$ cat src/rtl/sppseq_pkg.sv
// Shared types and constants for the stepper phase and position sequencer.
`default_nettype none

package sppseq_pkg;

  localparam logic [2:0] OP_TICK    = 3'd0;
  localparam logic [2:0] OP_ADD_SET = 3'd1;
  localparam logic [2:0] OP_CLEAR   = 3'd2;
  localparam logic [2:0] OP_SET_POS = 3'd3;
  localparam logic [2:0] OP_SET_DIR = 3'd4;

  localparam logic [1:0] MODE_WAVE = 2'd0;
  localparam logic [1:0] MODE_FULL = 2'd1;
  localparam logic [1:0] MODE_HALF = 2'd2;

  localparam logic [1:0] DIR_STOP = 2'b00;
  localparam logic [1:0] DIR_FWD  = 2'b01;
  localparam logic [1:0] DIR_BACK = 2'b11;

  localparam logic       ADDR_STEP_MODE = 1'b0;
  localparam logic [7:0] DRIVE_OFF      = 8'hFF;

  typedef struct packed {
    logic [7:0]  phase;
    logic [7:0]  drive;
    logic [15:0] position;
  } step_t;

endpackage

`default_nettype wire

$ cat src/rtl/sppseq_step.sv
// One motor step: next phase counter, coil drive byte and position.
`default_nettype none

module sppseq_step (
  input  wire logic [1:0]          mode,
  input  wire logic                fwd,
  input  wire logic [7:0]          phase,
  input  wire logic [15:0]         position,
  output sppseq_pkg::step_t        step
);
  import sppseq_pkg::*;

  logic [7:0]  pc_half;
  logic [7:0]  pc_full;
  logic [7:0]  pc_half_p1;
  logic [1:0]  coil_a;
  logic [1:0]  coil_b;
  logic [3:0]  mask;
  logic [15:0] pos_even;

  always_comb begin
    pc_half    = fwd ? phase + 8'd1 : phase - 8'd1;
    pc_full    = fwd ? phase + 8'd2 : phase - 8'd2;
    pc_half_p1 = pc_half + 8'd1;
    // round toward zero to an even position
    if (!position[0]) begin
      pos_even = position;
    end else if (position[15]) begin
      pos_even = position + 16'd1;
    end else begin
      pos_even = {position[15:1], 1'b0};
    end
    if (mode == MODE_HALF) begin
      coil_a        = pc_half[2:1];
      coil_b        = pc_half_p1[2:1];
      mask          = (4'b0001 << coil_a) | (4'b0001 << coil_b);
      step.phase    = pc_half;
      step.position = fwd ? position + 16'd1 : position - 16'd1;
    end else begin
      coil_a = pc_full[2:1];
      coil_b = coil_a + 2'd1;
      if (mode == MODE_WAVE) begin
        mask = 4'b0001 << coil_a;
      end else begin
        mask = (4'b0001 << coil_a) | (4'b0001 << coil_b);
      end
      step.phase    = pc_full;
      step.position = fwd ? pos_even + 16'd2 : pos_even - 16'd2;
    end
    step.drive = {4'hF, ~mask};
  end

endmodule

`default_nettype wire

$ cat src/rtl/stepper_phase_position_sequencer.sv
// Top level: stepper phase and position sequencer with a config port.
// Latency: a result is valid the cycle after its request is accepted.
// Throughput: one request per cycle while out_tready is high; the output register frees as it is taken.
// The state update and step logic sit between the input handshake and the
// result register. Synchronous active-low reset: position, target, phase and
// direction clear, drive byte reads 0xFF, step mode returns to full step.
`default_nettype none

module stepper_phase_position_sequencer (
  input  wire logic        clk,
  input  wire logic        rst_n,
  input  wire logic        in_tvalid,
  output      logic        in_tready,
  input  wire logic [23:0] in_tdata,   // setpoint_increment[15:0], direction_request[17:16]
  input  wire logic [2:0]  in_tuser,   // operation[2:0]
  output      logic        out_tvalid,
  input  wire logic        out_tready,
  output      logic [31:0] out_tdata,  // drive_byte[7:0], current_position[23:8],
                                       // current_direction[25:24]
  output      logic        out_tuser,  // step_made[0]
  input  wire logic        cfg_psel,
  input  wire logic        cfg_penable,
  input  wire logic        cfg_pwrite,
  input  wire logic [1:0]  cfg_paddr,
  input  wire logic [31:0] cfg_pwdata,
  output      logic [31:0] cfg_prdata,
  output      logic        cfg_pready
);
  import sppseq_pkg::*;

  logic [1:0]  mode_r;
  logic [7:0]  phase_r;
  logic [15:0] target_r;
  logic [15:0] pos_r;
  logic [1:0]  dir_r;
  logic [7:0]  drive_r;
  logic        out_valid_r;
  logic        made_r;

  logic [7:0]  phase_nxt;
  logic [15:0] target_nxt;
  logic [15:0] pos_nxt;
  logic [1:0]  dir_nxt;
  logic [7:0]  drive_nxt;
  logic        made_nxt;

  logic [2:0]  op;
  logic [15:0] inc;
  logic [1:0]  dreq;
  logic [15:0] tgt_tick;
  logic [15:0] err;
  logic        err_big;
  logic        fwd;
  logic        accept;
  logic        cfg_wr;
  step_t       step;

  assign op   = in_tuser;
  assign inc  = in_tdata[15:0];
  assign dreq = in_tdata[17:16];

  assign in_tready  = !out_valid_r || out_tready;
  assign accept     = in_tvalid && in_tready;
  assign out_tvalid = out_valid_r;
  assign out_tuser  = made_r;
  assign out_tdata  = {6'd0, dir_r, pos_r, drive_r};

  assign cfg_pready = 1'b1;
  assign cfg_wr     = cfg_psel && cfg_penable && cfg_pwrite && cfg_pready;
  assign cfg_prdata = (cfg_paddr == {1'b0, ADDR_STEP_MODE}) ? {30'd0, mode_r} : 32'd0;

  assign tgt_tick = target_r + {{14{dir_r[1]}}, dir_r};
  assign err      = tgt_tick - pos_r;
  assign err_big  = (mode_r == MODE_HALF) ? (err != 16'd0)
                  : !(err == 16'd0 || err == 16'd1 || err == 16'hFFFF);
  assign fwd      = !err[15] && (err != 16'd0);

  sppseq_step u_step (
    .mode     (mode_r),
    .fwd      (fwd),
    .phase    (phase_r),
    .position (pos_r),
    .step     (step)
  );

  always_comb begin
    phase_nxt  = phase_r;
    target_nxt = target_r;
    pos_nxt    = pos_r;
    dir_nxt    = dir_r;
    drive_nxt  = drive_r;
    made_nxt   = 1'b0;
    case (op)
      OP_TICK: begin
        target_nxt = tgt_tick;
        if (err_big) begin
          phase_nxt = step.phase;
          pos_nxt   = step.position;
          drive_nxt = step.drive;
          made_nxt  = 1'b1;
        end
      end
      OP_ADD_SET: target_nxt = target_r + inc;
      OP_CLEAR: begin
        target_nxt = 16'd0;
        pos_nxt    = 16'd0;
      end
      OP_SET_POS: target_nxt = pos_r;
      OP_SET_DIR: begin
        case (dreq)
          DIR_FWD:  dir_nxt = DIR_FWD;
          DIR_STOP: dir_nxt = DIR_STOP;
          default:  dir_nxt = DIR_BACK;
        endcase
      end
      default: ;
    endcase
  end

  always_ff @(posedge clk) begin
    if (!rst_n) begin
      mode_r      <= MODE_FULL;
      phase_r     <= 8'd0;
      target_r    <= 16'd0;
      pos_r       <= 16'd0;
      dir_r       <= DIR_STOP;
      drive_r     <= DRIVE_OFF;
      made_r      <= 1'b0;
      out_valid_r <= 1'b0;
    end else begin
      if (cfg_wr && cfg_paddr == {1'b0, ADDR_STEP_MODE}) begin
        mode_r <= cfg_pwdata[1:0];
      end
      if (accept) begin
        phase_r     <= phase_nxt;
        target_r    <= target_nxt;
        pos_r       <= pos_nxt;
        dir_r       <= dir_nxt;
        drive_r     <= drive_nxt;
        made_r      <= made_nxt;
        out_valid_r <= 1'b1;
      end else if (out_tready) begin
        out_valid_r <= 1'b0;
      end
    end
  end

`ifndef SYNTHESIS
  a_drive_high_ones: assert property (@(posedge clk) disable iff (!rst_n)
    out_valid_r |-> (out_tdata[7:4] == 4'hF))
    else $error("drive byte high nibble not all ones");

  a_step_coils: assert property (@(posedge clk) disable iff (!rst_n)
    (out_valid_r && made_r) |->
      ($countones(~out_tdata[3:0]) == 1 || $countones(~out_tdata[3:0]) == 2))
    else $error("step drives a bad number of coils");

  a_no_step_on_cmd: assert property (@(posedge clk) disable iff (!rst_n)
    (accept && op != OP_TICK) |=> !made_r)
    else $error("step reported for a non-tick request");

  a_hold_unaccepted: assert property (@(posedge clk) disable iff (!rst_n)
    !accept |=> ($stable(pos_r) && $stable(target_r) && $stable(phase_r)))
    else $error("motor state changed without a request");
`endif

endmodule

`default_nettype wire

$ cat config.mk
export PLATFORM = sky130hd
export DESIGN_NAME = stepper_phase_position_sequencer
export DESIGN_NICKNAME = d
export VERILOG_FILES = /design/src/rtl/sppseq_pkg.sv /design/src/rtl/sppseq_step.sv /design/src/rtl/stepper_phase_position_sequencer.sv
export SDC_FILE = /design/constraint.sdc
export NUM_CORES = 1
export LEC_CHECK = 0
export BUFFER_PORTS_ARGS = -buffer_cell sky130_fd_sc_hd__buf_2
export CAP_MARGIN = 20
export CORE_ASPECT_RATIO = 0.8
export CORE_MARGIN = 4
export CORE_UTILIZATION = 40
export CTS_CLUSTER_DIAMETER = 150
export DETAILED_ROUTE_END_ITERATION = 8
export GPL_TIMING_DRIVEN = 0
export SLEW_MARGIN = 20
export SYNTH_ARGS = -nofsm -noshare
export SYNTH_HDL_FRONTEND = slang
export SYNTH_HIERARCHICAL = 1
export SYNTH_SLANG_ARGS = --single-unit
$ cat constraint.sdc
create_clock -name clk -period 18.7 [get_ports clk]
set_input_delay 0.935 -clock clk [delete_from_list [all_inputs] [get_ports clk]]
set_output_delay 0.935 -clock clk [all_outputs]
set_load 0.01 [all_outputs]
Word-level counts from Yosys, hierarchy flattened

Index checks and enable logic that the tools add are counted.

Equality and inequality tests: 9
$add $sub $neg: 13
Shift-type cells: 4
Reduce and logical (&&, ||, !) cells: 24
Multiplexer cells: 20
Bitwise logic cells: 3

Operators by type and width:

| cell                  | count |
|---|---|
| $mux 16               | 6 |
| $pmux 16 s4           | 1 |
| $add 16x16->16        | 2 |
| $pmux 16 s2           | 1 |
| $mux 8                | 3 |
| $add 16x1->16 const B | 1 |
| $add 16x2->16 const B | 1 |
| $eq 16x1->1 const B   | 1 |
| $eq 16x16->1 const B  | 1 |
| $logic_not 16->1      | 1 |
| $reduce_bool 16->1    | 1 |
| $shl 1x2->4 const A   | 4 |
| $sub 16x1->16 const B | 1 |
| $sub 16x16->16        | 1 |
| $sub 16x2->16 const B | 1 |
| $add 8x1->8 const B   | 1 |
| $add 8x2->8 const B   | 1 |
| $mux 4                | 2 |
| $or 4x4->4            | 2 |
| $sub 8x1->8 const B   | 1 |
| $sub 8x2->8 const B   | 1 |
| $eq 3x2->1 const B    | 2 |
| $logic_not 2->1       | 3 |
| $reduce_and 3->1      | 2 |
| other kinds (18)      | 32 |

Output and inout bits: 68
Input bits: 68
Flip-flop bits (word level): 50
Logic and storage cells: 81

Logic depth before layout (Yosys ltp)

Word-level depth: 11
Gate-level depth with buffers: 31
Depth with buffers taken out: 29

By module

Netlist, hierarchy kept.

By module, submodules not included:

| module                           | area each (µm²) | instances | cells an instance | sequential area each (µm²) |
|---|---|---|---|---|
| stepper_phase_position_sequencer | 4972.3          | 1         | 628               | 1081.0 |
| sppseq_step                      | 2227.1          | 1         | 326               | 0.0 |

Worst setup path after synthesis

Ideal clock, no wire load.

Path type: flip-flop to flip-flop
Start: reg dir_r[1]
End: reg pos_r[15]
Data required time: 18.628 ns
Library setup time: 0.072 ns
Arrival time: 6.718 ns
Cell stages (with the launch flop): 31
Buffers on the path: 2
Period minus slack after synthesis: 6.790 ns
Slack: 11.910 ns
Path through: dfxtp_1 > ha_1 > a21o_1 > a21oi_1 > o21bai_1 > a21oi_1 > o21bai_1 > a21oi_1 > nor4b_1 > a211o_1 > ha_1 > and4_1 > buf_2 > and3_1 > o211ai_1 > nand4_1 > a21oi_1 > o21ai_1 > xnor3_1 > o21a_1 > clkbuf_1 > inv_1 > ha_1 > o211ai_1 > a211oi_1 > o21ai_0 > a21o_1 > and2_1 > o211ai_1 > nand2_1 > mux2i_1

RTL lines:

| what                     | line                                    | source |
|---|---|---|
| start: declaration       | stepper_phase_position_sequencer.sv:35  | `logic [1:0] dir_r;` |
| start signal: assignment | stepper_phase_position_sequencer.sv:138 | `dir_r <= dir_nxt;` |
| end signal: assignment   | stepper_phase_position_sequencer.sv:137 | `pos_r <= pos_nxt;` |
| end: declaration         | stepper_phase_position_sequencer.sv:34  | `logic [15:0] pos_r;` |

==> out/metrics.yaml <==
outcome: "completed"
cts.sinks: 49
cts_buffers: 5
dieArea_um2: 19100
wirelength_um: 19500
nNetsFinal: 1151
slowest_stage: "dfxtp_1"
rsz0062_at_grt: "false"
post_cts_buffers: 0
hpwlAfterDp_um: 15900
cp.arrival_ps: 8680
path_class: "register to register"
ios: 136
h-tree-depth: 2
reg2reg_depth: 30
slowest_delay_ps: 910
routabilityCongestion: 0.882
crit_family: "compound AO/OA/AOI/OAI gates"
nFillCells: 1777
cts_max_path_buffers: 2
comb_power_share: 0.795
period_needed_ps: 8440
grt_antenna_before_repair: 0
hold_path_depth: 2
finalCritPeriodShare: 0.452
row_count: 42
p_int_uw: 646
power_density_nw_per_um2: 174
fp.dieW_um: 154
cp-end-kind: "register"
drt_iter0_markers: 479
tritoncts: "done"
core_region_area_um2: 16600
fin_hold_ws_ps: 494
cts_resized: 0
drive_gt1_frac: 0.144
tightest_slew_ps: 912
die_height_um: 124
p_sw_uw: 689
clk_pin_slew_ps: 70
drv_slew: 0
hp-class: "register to register"
drc: 0
track_usage: 0.197
clockRootBuffer: "clkbuf_16"
power_leakage_nw: 3.54
clkPwrFrac: 0.081
start_util: 0.408
tns_ps: 0
crit_buf_inv: 3
synth_warnings: 6
portBuffers: 62
vias: 6558
antenna_cells: 0
grt_pass1_vias: 6078
syn_area_um2: 6780
syn_inst: 902
layout_setup_ws_ps: 10260
postCtsHoldBufs: 0
ant_nets: 0
crit_path_start_kind: "register"
grt_overflow: 0
max_slew_margin: 0.387
required_ps: 18930
clock_latency_ps: 300
max_cap_violations: 0
syn_to_final_growth_pct: 13.2
finalSetupViolCount: 0
grt_max_degree: 20
viasPerCell: 5.33
pre_cts_slack_ps: 10420
wl_per_cell_um: 15.8
crit_top_cell: "a21oi_1"
fin_skew_ps: 6.57
avgSynthCellArea_um2: 7.52
dr.pass1.iters: 5
layout_common_cells: "nand2_1, buf_2, ha_1"
layout_commonest_cell: "nand2_1"
ir_worst_vdd_mv: 0.0883
hold_violations: 0
fmax_mhz: 118
cp_max_fo: 19
sw_frac_of_total: 0.516
seqPwrFrac: 0.124
grt_pass1_wl_um: 31600
crit_cells: 30
[flip-flops by register name, indices dropped and copies added (netlist names)]
| signal | flops |
|---|---|
| target_r | 16 |
| dir_r | 2 |
| phase_r | 3 |
| out_tuser | 1 |
| mode_r | 2 |
| pos_r | 16 |
| drive_r | 8 |
| out_tvalid | 1 |
[routing by layer]
metal	wire [um]	share of wire	vias up	GRT usage
met5	0	0	-	0
met4	85	0.0044	0	0.0145
met3	1220	0.063	9	0.0351
met2	7720	0.40	177	0.284
met1	10400	0.54	2986	0.315
li1	-	-	3386	-
[final cells by class]
type,instances,area [um2],area share
plain buffers,84,504,0.0657
inverters,45,169,0.0220
clock inverters,3,43.8,0.00570
well taps,220,275,0.0358
repair buffers,62,310,0.0404
clock buffers,5,125,0.0163
multi-input cells,762,5270,0.686
flip-flops and latches,49,981,0.128
[tightest hold or removal path, delay by kind of cell, from the launching register on]
| kind | cells | cell delay (ps) |
|---|---|---|
| mux | 1 | 60 |
| simple gates | 1 | 60 |
| flops | 1 | 330 |
[worst paths after layout]
check                             endpoint        from  slack, ps
worst max-delay path             pos_r[12]    dir_r[1]      10260
worst min-delay path            phase_r[2]  phase_r[2]        490
worst max register to register   pos_r[12]    dir_r[1]      10260
worst min register to register  phase_r[2]  phase_r[2]        490
[power groups by stage]
stage | Combinational (mW) | Sequential [mW] | Clock, mW
5_1_grt | 1.20 | 0.169 | 0.113
2_1_floorplan | 0.832 | 0.163 | 0
4_1_cts | 1.06 | 0.166 | 0.109
3_5_place_dp | 1.05 | 0.168 | 0
3_3_place_gp | 1.04 | 0.168 | 0
6_report | 1.06 | 0.165 | 0.108
[metrics by stage]
step | total power [mW] | std cells | util | area [um2]
detailed placement | 1.22 | 1222 | 0.452 | 7510
global route | 1.48 | 1230 | 0.462 | 7680
global placement | 1.21 | 1222 | 0.452 | 7510
CTS | 1.33 | 1230 | 0.462 | 7680
floorplan | 0.995 | 940 | - | 6920
finish | 1.33 | 1230 | 0.462 | 7680
No activity file was read; power rests on OpenSTA's default activity.
